### src/design/assert_macros.svh
// Shared assertion macros; define NO_ASSERTIONS to compile them out.
`ifndef ASSERT_MACROS_SVH
`define ASSERT_MACROS_SVH

`ifndef NO_ASSERTIONS

// Same-cycle implication, sampled on aclk, off during reset
`define CHRS_ASSERT_IMP(lbl, ante, cons) \
    lbl: assert property (@(posedge aclk) disable iff (!aresetn) (ante) |-> (cons)) \
        else $error("assertion failed");

// Next-cycle implication, sampled on aclk, off during reset
`define CHRS_ASSERT_NXT(lbl, ante, cons) \
    lbl: assert property (@(posedge aclk) disable iff (!aresetn) (ante) |=> (cons)) \
        else $error("assertion failed");

`else

`define CHRS_ASSERT_IMP(lbl, ante, cons)
`define CHRS_ASSERT_NXT(lbl, ante, cons)

`endif

`endif

### src/design/chrs_line_ram.sv
module chrs_line_ram #(
    parameter int WIDTH = 8,
    parameter int DEPTH = 16
) (
    input  logic                     aclk,
    input  logic                     wr_en,
    input  logic [$clog2(DEPTH)-1:0] wr_addr,
    input  logic [WIDTH-1:0]         wr_data,
    input  logic [$clog2(DEPTH)-1:0] rd_addr,
    output logic [WIDTH-1:0]         rd_data
);

    logic [WIDTH-1:0] mem [DEPTH];

    always_ff @(posedge aclk) begin
        if (wr_en) begin
            mem[wr_addr] <= wr_data;
        end
        rd_data <= mem[rd_addr];
    end

endmodule

### config.mk
export PLATFORM = sky130hd
export DESIGN_NAME = chrs_line_ram
export DESIGN_NICKNAME = d
export VERILOG_FILES = /design/src/design/assert_macros.svh /design/src/design/chrs_line_ram.sv
export SDC_FILE = /design/constraint.sdc
export NUM_CORES = 1
export LEC_CHECK = 0
export ABC_CLOCK_PERIOD_IN_PS = 2600
export BUFFER_PORTS_ARGS = -buffer_cell sky130_fd_sc_hd__buf_2
export CAP_MARGIN = 10
export CORE_MARGIN = 4
export CORE_UTILIZATION = 50
export CTS_BUF_LIST = sky130_fd_sc_hd__clkbuf_16
export CTS_CLUSTER_DIAMETER = 100
export DETAILED_ROUTE_END_ITERATION = 6
export GPL_TIMING_DRIVEN = 0
export PLACE_DENSITY = 0.67
export SYNTH_ARGS = -nofsm -noshare
export SYNTH_HDL_FRONTEND = slang
export SYNTH_SLANG_ARGS = --single-unit
### constraint.sdc
create_clock -name aclk -period 2.6 [get_ports aclk]
set_clock_uncertainty 0.1 [all_clocks]
set_input_delay 0.26 -clock aclk [delete_from_list [all_inputs] [get_ports aclk]]
set_output_delay 0.26 -clock aclk [all_outputs]
set_load 0.1 [all_outputs]
## Word-level counts from Yosys, hierarchy flattened

Memory sizes are Yosys's and may differ from the RTL's. A register that Yosys moved wholly into a read port is not among the register bits.
Cells that the tools add are included.

- Flip-flop bits (word level): 0
- Bits in writable memories: 128
- Output and inout bits: 8
- Memories: 1

- Muxes and demuxes: 2

Memories:

| name | depth | width | read ports | clocked after Yosys merged registers in | write ports | RTL line | RTL |
|---|---|---|---|---|---|---|---|
| mem | 16 | 8 | 1 | 1 | 1 | chrs_line_ram.sv:13 | `logic [WIDTH-1:0] mem [DEPTH];` |

Operator list:

| operator | count |
|---|---|
| $mux 1 | 2 |

## Logic depth before layout (Yosys ltp)

- Depth after elaboration: 2
- Depth in mapped cells: 5
- Mapped depth without buffers: 3

## Worst setup path before layout

No wires, ideal clock.

- Path kind: in2reg
- Start: in wr_addr[2]
- End: mem mem[0][0] (enable)
- Setup time: 0.383 ns
- Arrival time: 1.370 ns
- Required time: 2.117 ns
- Path slack: 0.747 ns
- Stages on the path: 2
- Path buffers: 0
- Cell sequence: or3b_2 > nor3_1

RTL lines:

| what | RTL line | RTL |
|---|---|---|
| start: declaration | chrs_line_ram.sv:7 | `input logic [$clog2(DEPTH)-1:0] wr_addr,` |
| end: declaration | chrs_line_ram.sv:13 |  |

No word-level cell before the write port.

## Worst setup path after layout

- Start: in wr_addr[2]
- End: mem mem[0][1] (enable)

No word-level cell before the write port.

==> summary.md <==
| Metric | Value |
|---|---|
| DIE AREA | 0.0120 sq mm |
| Placed insts | 387 |
| Yosys reg bits | 136 |
| CTS Hold Bufs | 0 |
| IO Pins | 26 |
| Static leakage | 2.05 nW |
| Post-Layout Cell Count | 421 |
| Design Area, Final | 0.00602 sq mm |
| Post-CTS Setup Inserts | 0 |
| Reg2Reg Depth | 3 |
| CP startpoint kind | input pin |
| Crit path arrival time | 1890 ps |
| Syn-to-layout area delta | 17.0% |
| DR WL/cell | 23.6 microns |
| Post-DP Area | 0.00544 sq mm |
| Reg2reg end | rd_data[3] |
| Worst-path clk slew | 50 ps |
| Vias in the first global route | 2417 |
| Vias/cell | 5.72 |
| Pwr dens | 846 mW/mm^2 |
| # DRC | 0 |
| Min cycle time layout | 1980 ps |
| Worst Tran Pin Value | 1240 ps |
| Die Ht | 109 microns |
| Gr ovfl total | 0 |
| Final count of negative-setup-slack endpoints | 0 |
| IO Port Bufs | 24 |
| Layout Nets | 293 |
| Hold path endpoint | mem[7][6] |
| Setup WS pre-CTS | 213 ps |
| Peak VDD IR | 0.548 mV |
| Maximum clock frequency | 506 MHz |
| DR pass1 iterations | 4 |
| Period Utilization, post-route | 76.1% |
| Largest net degree at the start of global routing | 17 |
| Hold Path Depth | 1 |
| Width of the die | 109 microns |
| Cell Area, Synth | 0.00515 sq mm |
| Final WS setup | 622 ps |
| Final GP Congestion | 0.734 |
| Fin util | 60.8% |
| First-pass GRT wire length | 15100 microns |
| CTS sink count | 136 |
| Max Cap Violations | 0 |
| RSZ-0062 raised after global routing | false |
| FP Rows | 36 |
| Slew HR | 16.4% |
| Number of buffers inserted during clock tree synthesis | 17 |
| Initial Utilization | 51.9% |
| Min-Delay Path Class | in -> reg |
| CTS tree | yes |
| Initial antenna violation count | 0 |
| Post-Synthesis Cells | 229 |
| R2r setup slk | 1020 ps |
| Area of the multi-input gates | 0.00106 sq mm |
| Antenna Cells | 0 |
| CP max FO | 8 |
| Clock latency on the worst-skew pair | 400 ps |
| Status | completed |
| Starting DRT DRC Count | 218 |
| Core footprint | 0.00991 sq mm |
| Unique masters post-synth | 19 |
| Routed Wire Length | 9940 microns |
| Sequential share of the synthesized area | 77.8% |
| Hold_ws | 162 ps |
| H-tree depth | 4 |
| Warning count from the yosys run | 0 |
| Clock buffer depth | 2 |
| Min-delay src | wr_data[6] |
| Synth Net Count | 247 |
| Mapped Avg Cell Area | 22.5 sq um |
| Worst R2R Start | mem[6][3] |
| Final hold violation count | 0 |
| Worst endpoint required time | 2510 ps |
| Slew Viols, Final | 0 |
| Via count of the routed design | 2407 |
| Clk root buf | clkbuf_16 |
| Share of cells above drive strength 1 | 28.1% |
| Storage cell area | 0.00400 sq mm |
| Filler Cells Inserted | 716 |
| PnR Total Power | 5.10 mW |
| Post-CTS sizing | 0 |
| Setup TNS Final | 0 ps |
| CP Class | in -> reg |
| Final ANT Viol Nets | 0 |
| CP Capture Type | register |
| Total track usage | 18.4% |
| Post-DP HPWL | 6050 microns |
==> worst max path at each step <==
stage,startpoint,endpoint,slack (ps),depth (start not counted)
after floorplan,wr_addr[2],mem[0][0],750,2
after global placement,wr_addr[2],mem[0][4],190,3
after detailed placement,wr_addr[2],mem[0][4],210,3
after CTS,wr_addr[2],mem[0][4],620,3
after global routing,wr_addr[2],mem[0][0],610,3
final,wr_addr[2],mem[0][1],620,3
==> registers in the layout, summed over array words and instances, names as in the netlist <==
name / cells
mem: 128
rd_data: 8
==> worst max-delay path, cell delays in order <==
cell and delay [ps]:
buf_2 110, or3b_2 540, nor3_1 970
==> logic make-up (layout without fill, tap and decap cells) <==
| logic type | after synthesis | after routing | share of synthesized area [%] |
|---|---|---|---|
| compound gates | 16 | 16 | 2.33 |
| buf+inv | 10 | 69 | 1.68 |
| flops | 136 | 136 | 77.8 |
| mux | 32 | 32 | 15.0 |
| simple gates | 35 | 35 | 3.18 |
==> metal layers <==
| layer | vias up | track usage (%) | wire length (microns) |
|---|---|---|---|
| met5 | - | 0 | 0 |
| li1 | 1069 | - | - |
| met2 | 94 | 27.5 | 4760 |
| met4 | 0 | 4.90 | 89 |
| met1 | 1238 | 27.1 | 4460 |
| met3 | 6 | 5.23 | 630 |
==> cell usage in the layout, fill, tap and decap left out, drive strengths merged, types with 3 or more instances in the layout <==
master,count
edfxtp,128
buf,33
mux4,32
clkbuf,18
a22oi,16
nor2,13
nand2,9
dfxtp,8
clkinv,8
nor3,4
inv,4
clkdlybuf4s25,3
bufinv,3
==> cells in the mapped netlist (all sizes together) <==
master         instances  area (sq um)
and2b                  1          7.51
nand3                  1          5.00
nand2                  9          33.8
nor3                   4          20.0
mux4                  32           773
dfxtp                  8           160
clkdlybuf4s25          3          30.0
nor2                  13          48.8
a22oi                 16           120
buf                    7          56.3
and2                   1          6.26
or3b                   1          8.76
nand3b                 2          15.0
edfxtp               128          3840
nor2b                  1          6.26
nand2b                 2          12.5
==> area by class of cell <==
type                    count  share of cell area, %
well taps                 133                   2.76
clock buffers              17                   7.06
clock inverters            15                   2.41
plain buffers              10                   1.43
flip-flops and latches    136                   66.5
repair buffers             27                   2.33
multi-input cells          83                   17.5
==> power breakdown <==
part,internal [mW],total [mW],switching [mW]
logic,0.0980,0.340,0.242
clock network,1.48,2.29,0.816
registers,2.45,2.46,0.0113
Note: power is estimated with default switching activity, not from simulation.
