<file path="config.mk">
export PLATFORM = sky130hd
export DESIGN_NAME = chrs_mul
export DESIGN_NICKNAME = d
export VERILOG_FILES = /design/src/design/chrs_pkg.sv /design/src/design/chrs_mul.sv
export VERILOG_INCLUDE_DIRS = /design/src /design/src/design
export SDC_FILE = /design/constraint.sdc
export NUM_CORES = 2
export LEC_CHECK = 0
export BUFFER_PORTS_ARGS = -buffer_cell sky130_fd_sc_hd__buf_2
export CORE_MARGIN = 2
export CORE_UTILIZATION = 60
export DETAILED_ROUTE_END_ITERATION = 12
export PLACE_DENSITY = 0.8
export RECOVER_POWER = 25
export SYNTH_ARGS = -nofsm -noshare
export SYNTH_HDL_FRONTEND = slang
export SYNTH_SLANG_ARGS = --single-unit
</file>
<file path="constraint.sdc">
create_clock -name aclk -period 9.9 [get_ports aclk]
set_clock_uncertainty 0.1 [all_clocks]
set_input_delay 1.98 -clock aclk [delete_from_list [all_inputs] [get_ports aclk]]
set_output_delay 1.98 -clock aclk [all_outputs]
set_load 0.005 [all_outputs]
</file>
<file path="src/design/assert_macros.svh">
// Shared assertion macros; define NO_ASSERTIONS to compile them out.
`ifndef ASSERT_MACROS_SVH
`define ASSERT_MACROS_SVH

`ifndef NO_ASSERTIONS

// Same-cycle implication, sampled on aclk, off during reset
`define CHRS_ASSERT_IMP(lbl, ante, cons) \
    lbl: assert property (@(posedge aclk) disable iff (!aresetn) (ante) |-> (cons)) \
        else $error("assertion failed");

// Next-cycle implication, sampled on aclk, off during reset
`define CHRS_ASSERT_NXT(lbl, ante, cons) \
    lbl: assert property (@(posedge aclk) disable iff (!aresetn) (ante) |=> (cons)) \
        else $error("assertion failed");

`else

`define CHRS_ASSERT_IMP(lbl, ante, cons)
`define CHRS_ASSERT_NXT(lbl, ante, cons)

`endif

`endif

</file>
<file path="src/design/chrs_pkg.sv">
package chrs_pkg;

    localparam int DW    = 32;  // input data width
    localparam int UW    = 31;  // unsigned coefficient width
    localparam int MW    = 64;  // multiplier operand and result width
    localparam int FW    = 48;  // flux and rate width
    localparam int SH_W  = 7;

    // configuration register indexes
    localparam logic [1:0] REG_GRID_WIDTH = 2'd0;
    localparam logic [1:0] REG_INV_DX2    = 2'd1;
    localparam logic [1:0] REG_INV_DX4    = 2'd2;

    typedef struct packed {
        logic                  start;
        logic [SH_W-1:0]       sh;
    } mul_req_t;

    // one line-store entry
    typedef struct packed {
        logic signed [DW-1:0]  conc;
        logic signed [FW-1:0]  flux;
        logic [UW-1:0]         eps;
        logic [UW-1:0]         sigma;
        logic signed [DW-1:0]  mean;
    } chrs_word_t;

    function automatic logic signed [FW-1:0] sat48(input logic signed [MW-1:0] v);
        logic signed [MW-1:0] hi;
        logic signed [MW-1:0] lo;
        hi = (MW'(1) <<< (FW - 1)) - MW'(1);
        lo = -hi - MW'(1);
        if (v > hi) begin
            return hi[FW-1:0];
        end else if (v < lo) begin
            return lo[FW-1:0];
        end
        return v[FW-1:0];
    endfunction

endpackage

</file>
<file path="src/design/chrs_mul.sv">
`include "assert_macros.svh"

// Signed multiply, shift right toward zero, saturate to 62 bits.
// Four 32x32 partial products, one per cycle; done rises in the same cycle that the product becomes valid.
module chrs_mul (
    input  logic                              aclk,
    input  logic                              aresetn,
    input  chrs_pkg::mul_req_t                req,
    input  logic signed [chrs_pkg::MW-1:0]    op_a,
    input  logic signed [chrs_pkg::MW-1:0]    op_b,
    output logic                              done,
    output logic signed [chrs_pkg::MW-1:0]    product
);

    localparam int MW = chrs_pkg::MW;
    localparam int HW = MW / 2;
    localparam int AW = 2 * MW;
    localparam logic [AW-1:0] LIM = AW'(1) << 61;

    logic                       busy_reg, busy_next;
    logic [2:0]                 step_reg, step_next;
    logic                       done_reg, done_next;
    logic                       neg_reg;
    logic [MW-1:0]              ma_reg, mb_reg;
    logic [chrs_pkg::SH_W-1:0]  sh_reg;
    logic [MW-1:0]              pp_reg;
    logic [AW-1:0]              acc_reg;
    logic [AW-1:0]              shifted_reg;
    logic signed [MW-1:0]       prod_reg;

    logic [HW-1:0]  a_part, b_part;
    logic [1:0]     acc_idx;
    logic [AW-1:0]  pp_ext;
    logic [MW-1:0]  mag;
    logic           pos_over, neg_over;

    always_comb begin
        a_part  = step_reg[0] ? ma_reg[MW-1:HW] : ma_reg[HW-1:0];
        b_part  = step_reg[1] ? mb_reg[MW-1:HW] : mb_reg[HW-1:0];
        acc_idx = 2'(step_reg - 3'd1);
        case (acc_idx)
            2'd0:    pp_ext = AW'(pp_reg);
            2'd3:    pp_ext = AW'(pp_reg) << MW;
            default: pp_ext = AW'(pp_reg) << HW;
        endcase
        pos_over = shifted_reg[AW-1:61] != '0;
        neg_over = (shifted_reg[AW-1:62] != '0) || (shifted_reg[61] && shifted_reg[60:0] != '0);
        if (neg_reg) begin
            mag = neg_over ? MW'(LIM) : MW'(shifted_reg[61:0]);
        end else begin
            mag = pos_over ? MW'(LIM - AW'(1)) : MW'(shifted_reg[60:0]);
        end
    end

    always_comb begin
        busy_next = busy_reg;
        step_next = step_reg;
        done_next = 1'b0;
        if (req.start) begin
            busy_next = 1'b1;
            step_next = 3'd0;
        end else if (busy_reg) begin
            step_next = step_reg + 3'd1;
            if (step_reg == 3'd6) begin
                busy_next = 1'b0;
                done_next = 1'b1;
            end
        end
    end

    always_ff @(posedge aclk) begin
        if (!aresetn) begin
            busy_reg <= 1'b0;
            step_reg <= 3'd0;
            done_reg <= 1'b0;
        end else begin
            busy_reg <= busy_next;
            step_reg <= step_next;
            done_reg <= done_next;
        end
    end

    always_ff @(posedge aclk) begin
        if (req.start) begin
            neg_reg <= op_a[MW-1] ^ op_b[MW-1];
            ma_reg  <= op_a[MW-1] ? MW'(-op_a) : MW'(op_a);
            mb_reg  <= op_b[MW-1] ? MW'(-op_b) : MW'(op_b);
            sh_reg  <= req.sh;
            acc_reg <= '0;
        end else if (busy_reg) begin
            if (step_reg < 3'd4) begin
                pp_reg <= MW'(a_part) * MW'(b_part);
            end
            if (step_reg >= 3'd1 && step_reg <= 3'd4) begin
                acc_reg <= acc_reg + pp_ext;
            end
            if (step_reg == 3'd5) begin
                shifted_reg <= acc_reg >> sh_reg;
            end
            if (step_reg == 3'd6) begin
                prod_reg <= neg_reg ? -$signed(mag) : $signed(mag);
            end
        end
    end

    assign done    = done_reg;
    assign product = prod_reg;

    `CHRS_ASSERT_IMP(a_start_when_free, req.start, !busy_reg)
    `CHRS_ASSERT_NXT(a_start_sets_busy, req.start, busy_reg)

endmodule

</file>
Word level (Yosys, flattened, before mapping) --
Index checks and enable logic that the tools add are counted.
Storage, ports and cells: bits of input ports 138, logic and storage cells 57, register bits 525, output and inout bits 65
Operators by class: bitwise operators 4, mux-type cells 13, magnitude comparators 3, equal/unequal tests 3, add/sub/neg operators 6, shifts and indexed selects 1, $mul 1, reductions and logical operators 13
Operators by type and width (number):
- 128-bit one-hot mux with 2 select lines | 1
- 64-bit negator | 3
- 128-bit adder | 1
- 128-bit by 7-bit >> shifter with 128-bit output | 1
- 63-bit two-way mux | 2
- 62-bit two-way mux | 2
- 67-bit nonzero test | 1
- 66-bit nonzero test | 1
- 32-bit by 32-bit multiplier with 64-bit output | 1
- 32-bit two-way mux | 2
- 64-bit two-way mux | 1
- 61-bit two-way mux | 1
- 61-bit nonzero test | 1
- 3-bit AND reduction | 3
- 3-bit == test, second input constant | 2
- 1-bit two-way mux | 4
- 3-bit by 1-bit adder with 3-bit output, second input constant | 1
- 3-bit by 1-bit >= comparator with 1-bit output, second input constant | 1
- 3-bit <= comparator, second input constant | 1
- 3-bit < comparator, second input constant | 1
- 1-bit NOT | 3
- 3-bit OR reduction | 1
- 2-bit == test, second input constant | 1
- 1-bit logical AND | 2
- 6 further kinds | 6

Depth between registers and ports, before layout --
depth after elaboration 7, depth in mapped cells 33, gate-level depth less buffers 28

Worst setup path before layout --
No wires, ideal clock.
path kind register -> register, start register step_reg[1], end register pp_reg[62] (data pin), setup slack 0.704 ns, data arrival time 8.831 ns, setup time 0.265 ns, cell stages (with the launch flop) 28, path buffers 4, clock period less this slack 9.196 ns, cells stage by stage dfxtp_1 > clkbuf_1 > clkbuf_1 > buf_1 > mux2i_1 > clkbuf_1 > nor2_1 > fa_1 > fa_1 > inv_1 > fa_1 > fa_1 > inv_1 > fa_1 > fa_1 > fa_1 > fa_1 > ha_1 > and3_1 > nand2_1 > or4b_2 > a211oi_1 > nor3_1 > o41ai_1 > a221o_1 > a31oi_1 > o21ai_0 > xor2_1
Between the ends: longest elaborated chain between the ends 2
Ends and longest elaborated chain:
- start, declared | line chrs_mul.sv:21 | logic [2:0] step_reg, step_next;
- start signal, assigned | line chrs_mul.sv:78 | step_reg <= step_next;
- 32-bit two-way mux | line chrs_mul.sv:39 | b_part = step_reg[1] ? mb_reg[MW-1:HW] : mb_reg[HW-1:0];
- 32-bit by 32-bit multiplier with 64-bit output | line chrs_mul.sv:92 | pp_reg <= MW'(a_part) * MW'(b_part);
- end signal, assigned | line chrs_mul.sv:92
- end, declared | line chrs_mul.sv:26 | logic [MW-1:0] pp_reg;
Every way passes these cells. A chain may end at the register's enable or synchronous reset.

Worst setup path after layout --
start register step_reg[0], end register pp_reg[60] (data pin)
Between the ends: longest elaborated chain between the ends 2
Ends and longest elaborated chain:
- 32-bit two-way mux | line chrs_mul.sv:38 | a_part = step_reg[0] ? ma_reg[MW-1:HW] : ma_reg[HW-1:0];
- 32-bit by 32-bit multiplier with 64-bit output | line chrs_mul.sv:92
Every way passes these cells.

==> metrics.txt <==
# TYPE chip_impl_metric gauge
chip_impl_metric{name="ys.warnings.count",unit=""} 0
chip_impl_metric{name="wirelength",unit="um"} 256000
chip_impl_metric{name="num-nets-final",unit=""} 9538
chip_impl_metric{name="final_hold_viol_count",unit=""} 0
chip_impl_metric{name="dieWidth",unit="um"} 350
chip_impl_metric{name="design.portCount",unit=""} 203
chip_impl_metric{name="crit_arrival",unit="ns"} 9.95
chip_impl_info{name="critical_path.startpoint",value="step_reg[0]"} 1
chip_impl_info{name="cts_root_buf",value="clkbuf_16"} 1
chip_impl_metric{name="finalWorstPathRequiredPeriod",unit="ns"} 9.63
chip_impl_info{name="worstHoldPathType",value="reg2reg"} 1
chip_impl_metric{name="syn_area_per_cell",unit="um2"} 8.82
chip_impl_metric{name="syn-num-nets",unit=""} 9593
chip_impl_metric{name="grt.total_usage",unit="%"} 41.7
chip_impl_metric{name="antenna_found_initial",unit=""} 9
chip_impl_metric{name="final_core_util",unit="%"} 64.1
chip_impl_metric{name="ff2ff_setup_slack",unit="ns"} 0.27
chip_impl_metric{name="start_util",unit="%"} 60.2
chip_impl_info{name="timing.critical_path.to_type",value="flip-flop"} 1
chip_impl_metric{name="multiInputGateArea",unit="mm2"} 0.0525
chip_impl_metric{name="setup_slack",unit="ns"} 0.272
chip_impl_metric{name="regArea",unit="mm2"} 0.0144
chip_impl_info{name="rsz_0062_raised_after_global_routing",value="no"} 1
chip_impl_metric{name="gate_count_of_the_mapped_netlist",unit=""} 8161
chip_impl_metric{name="cts-htree-levels",unit=""} 2
chip_impl_metric{name="clk_latency",unit="ns"} 0.72
chip_impl_metric{name="grt_first_pass_wirelength",unit="um"} 381000
chip_impl_metric{name="postCtsSetupBuffers",unit=""} 0
chip_impl_metric{name="core",unit="mm2"} 0.119
chip_impl_metric{name="postSynth.asyncResetShare",unit="%"} 0
chip_impl_metric{name="worst_path_largest_cell_delay",unit="ns"} 0.88
chip_impl_info{name="failed_checks",value="capacitance limit, slew limit"} 1
chip_impl_metric{name="dr_total_vias",unit=""} 62700
chip_impl_metric{name="clock_sinks",unit=""} 525
chip_impl_metric{name="pre_cts_ws",unit="ns"} 0.0393
chip_impl_info{name="cell_repeated_most_along_the_worst_path",value="fa_1"} 1
chip_impl_metric{name="placed_cell_area",unit="mm2"} 0.0746
chip_impl_metric{name="worst-endpoint-required",unit="ns"} 10.22
chip_impl_info{name="cp_slowest_cell",value="mux2i_1"} 1
chip_impl_info{name="tritoncts",value="built"} 1
chip_impl_metric{name="drive_above_1_share",unit="%"} 8.68
chip_impl_metric{name="largest_net_degree_at_the_start_of_global_routing",unit=""} 128
chip_impl_info{name="timing.rr.start",value="step_reg[0]"} 1
chip_impl_metric{name="detailedPlacementHpwl",unit="um"} 207000
chip_impl_metric{name="synthesis.area",unit="mm2"} 0.0720
chip_impl_info{name="outcome",value="finished, violations left"} 1
chip_impl_metric{name="fin_setup_tns",unit="ns"} 0
chip_impl_metric{name="design_area",unit="mm2"} 0.0766
chip_impl_info{name="critPathKind",value="reg2reg"} 1
chip_impl_metric{name="routedWlPerCell",unit="um"} 26.2
chip_impl_metric{name="max_cap_viol_count",unit=""} 8
chip_impl_metric{name="grt_remaining_overflow",unit=""} 0
chip_impl_metric{name="drt_pass1_iterations",unit=""} 8
chip_impl_metric{name="port_buffers",unit=""} 202
chip_impl_metric{name="syn2layout_area_growth",unit="%"} 6.41
chip_impl_metric{name="setup-violations-final",unit=""} 0
chip_impl_metric{name="remaining_drc_errors",unit=""} 0
chip_impl_metric{name="cts-root-to-sink-buffers",unit=""} 3
chip_impl_metric{name="synth_edf_count",unit=""} 392
chip_impl_metric{name="worst_slew_pin_slew",unit="ns"} 4.17
chip_impl_metric{name="number_of_global_route_vias_before_repair",unit=""} 61900
chip_impl_metric{name="final_min_period_over_clock_period",unit="%"} 97.3
chip_impl_metric{name="cts.reportedPaths.clkPinSlew",unit="ns"} 0.06
chip_impl_metric{name="vias_per_cell",unit=""} 6.42
chip_impl_metric{name="initialDrtViolationCount",unit=""} 7602
chip_impl_metric{name="num_rows",unit=""} 127
chip_impl_metric{name="slew_headroom",unit="%"} -178
chip_impl_metric{name="max_freq",unit="MHz"} 104
chip_impl_metric{name="synth_sequential_area_ratio",unit="%"} 20.1
chip_impl_metric{name="critical_path_buf_inv_count",unit=""} 4
chip_impl_info{name="hold_path_startpoint",value="acc_reg[0]"} 1
chip_impl_metric{name="ys_seq_elements",unit=""} 525
chip_impl_metric{name="numCtsBuffers",unit=""} 61
chip_impl_info{name="cp-start-kind",value="flip-flop"} 1
chip_impl_metric{name="gpl.final_weighted_congestion",unit=""} 1.06
chip_impl_metric{name="drv_slew",unit=""} 494
chip_impl_metric{name="die_area",unit="mm2"} 0.123
chip_impl_metric{name="die-height",unit="um"} 350
chip_impl_metric{name="nFillCells",unit=""} 10300
chip_impl_info{name="critical-path-top-delay-family",value="adder cells"} 1
chip_impl_metric{name="ant_nets",unit=""} 0
chip_impl_info{name="synth-main-ff-cell",value="edfxtp_1"} 1
chip_impl_metric{name="synth.distinct_cells",unit=""} 77
chip_impl_metric{name="critical_path_peak_fanout",unit=""} 32
[layer usage]
metal  GRT usage [%]  vias up  share of wire [%]
met4            29.4        8                8.8
met2            66.7     4007                 45
met5               0        -              0.023
met3            9.09     1030                 10
met1            50.2    30500                 35
li1                -    27200                  -
[Yosys cell counts, types with 55 or more instances]
cell / count / area share [%]
inv_1: 937 / 4.9
and2_1: 91 / 0.79
clkbuf_1: 395 / 2.1
o21bai_1: 55 / 0.57
a22o_1: 69 / 0.84
xor2_1: 70 / 0.85
nor2_1: 907 / 4.7
a21o_1: 100 / 1.0
dfxtp_1: 133 / 3.7
ha_1: 397 / 6.9
or3_1: 55 / 0.48
buf_1: 69 / 0.36
mux2i_1: 239 / 3.3
nand3_1: 67 / 0.47
mux4_2: 116 / 3.6
fa_1: 897 / 25
o21ai_0: 423 / 2.9
a21oi_1: 445 / 3.1
nand4_1: 76 / 0.66
nand2_1: 1249 / 6.5
nor3_1: 80 / 0.56
edfxtp_1: 392 / 16
mux2_2: 105 / 1.6
o31ai_1: 57 / 0.59
xnor2_1: 232 / 2.8
[what timing repair did]
action,in CTS,in global routing
hold buffers,0,0
gates resized for setup,0,4
endpoints found under the setup margin,0,3
[cell type report]
| class | count | area share (%) |
|---|---|---|
| diodes | 6 | 0.0196 |
| clock buffers | 73 | 2.09 |
| clock inverters | 42 | 0.556 |
| inverters | 940 | 4.61 |
| multi-input cells | 6232 | 68.6 |
| flip-flops and latches | 525 | 18.9 |
| well taps | 1612 | 2.63 |
| repair buffers | 346 | 2.67 |
[through the flow]
stage / instances / hold WS, ns
4_1_cts: 9770 / 0.378
3_5_place_dp: 9655 / 0.370
6_report: 9776 / 0.375
3_3_place_gp: 9655 / 0.364
5_1_grt: 9770 / 0.411
2_1_floorplan: 8161 / 0.353
[worst paths after layout]
kind                      to  cells after the start
hold reg to reg   acc_reg[0]                      2
setup / recovery  pp_reg[60]                     25
hold / removal    acc_reg[0]                      2
setup reg to reg  pp_reg[60]                     25
[cell usage in the layout, fill, tap and decap left out, types with 135 or more instances in the layout]
cell type / count
a21oi_1: 445
buf_2: 154
buf_4: 135
edfxtp_1: 392
fa_1: 897
ha_1: 395
inv_1: 937
mux2i_1: 202
nand2_1: 1249
nor2_1: 899
o21ai_0: 423
xnor2_1: 232
[worst min-delay path: stages (launching register included)]
cell and delay [ns]:
dfxtp_1 0.32, nand2_1 0.06, a21oi_1 0.05
[cell families (layout without fill, tap and decap cells)]
| group | Yosys count | in the layout | share of synthesized area, % |
|---|---|---|---|
| simple gates | 2739 | 2739 | 16.3 |
| compound gates | 1437 | 1437 | 12.2 |
| buf+inv | 1404 | 1401 | 7.32 |
| fa+ha+maj | 1294 | 1294 | 31.9 |
| flops | 525 | 525 | 20.1 |
| mux | 460 | 460 | 8.60 |
| xor+xnor | 302 | 302 | 3.68 |
| other cells | 0 | 6 | 0 |
Power is left out: the tool's default activity adds up to more than one toggle a clock period on the data nets, which glitch-free logic cannot reach.
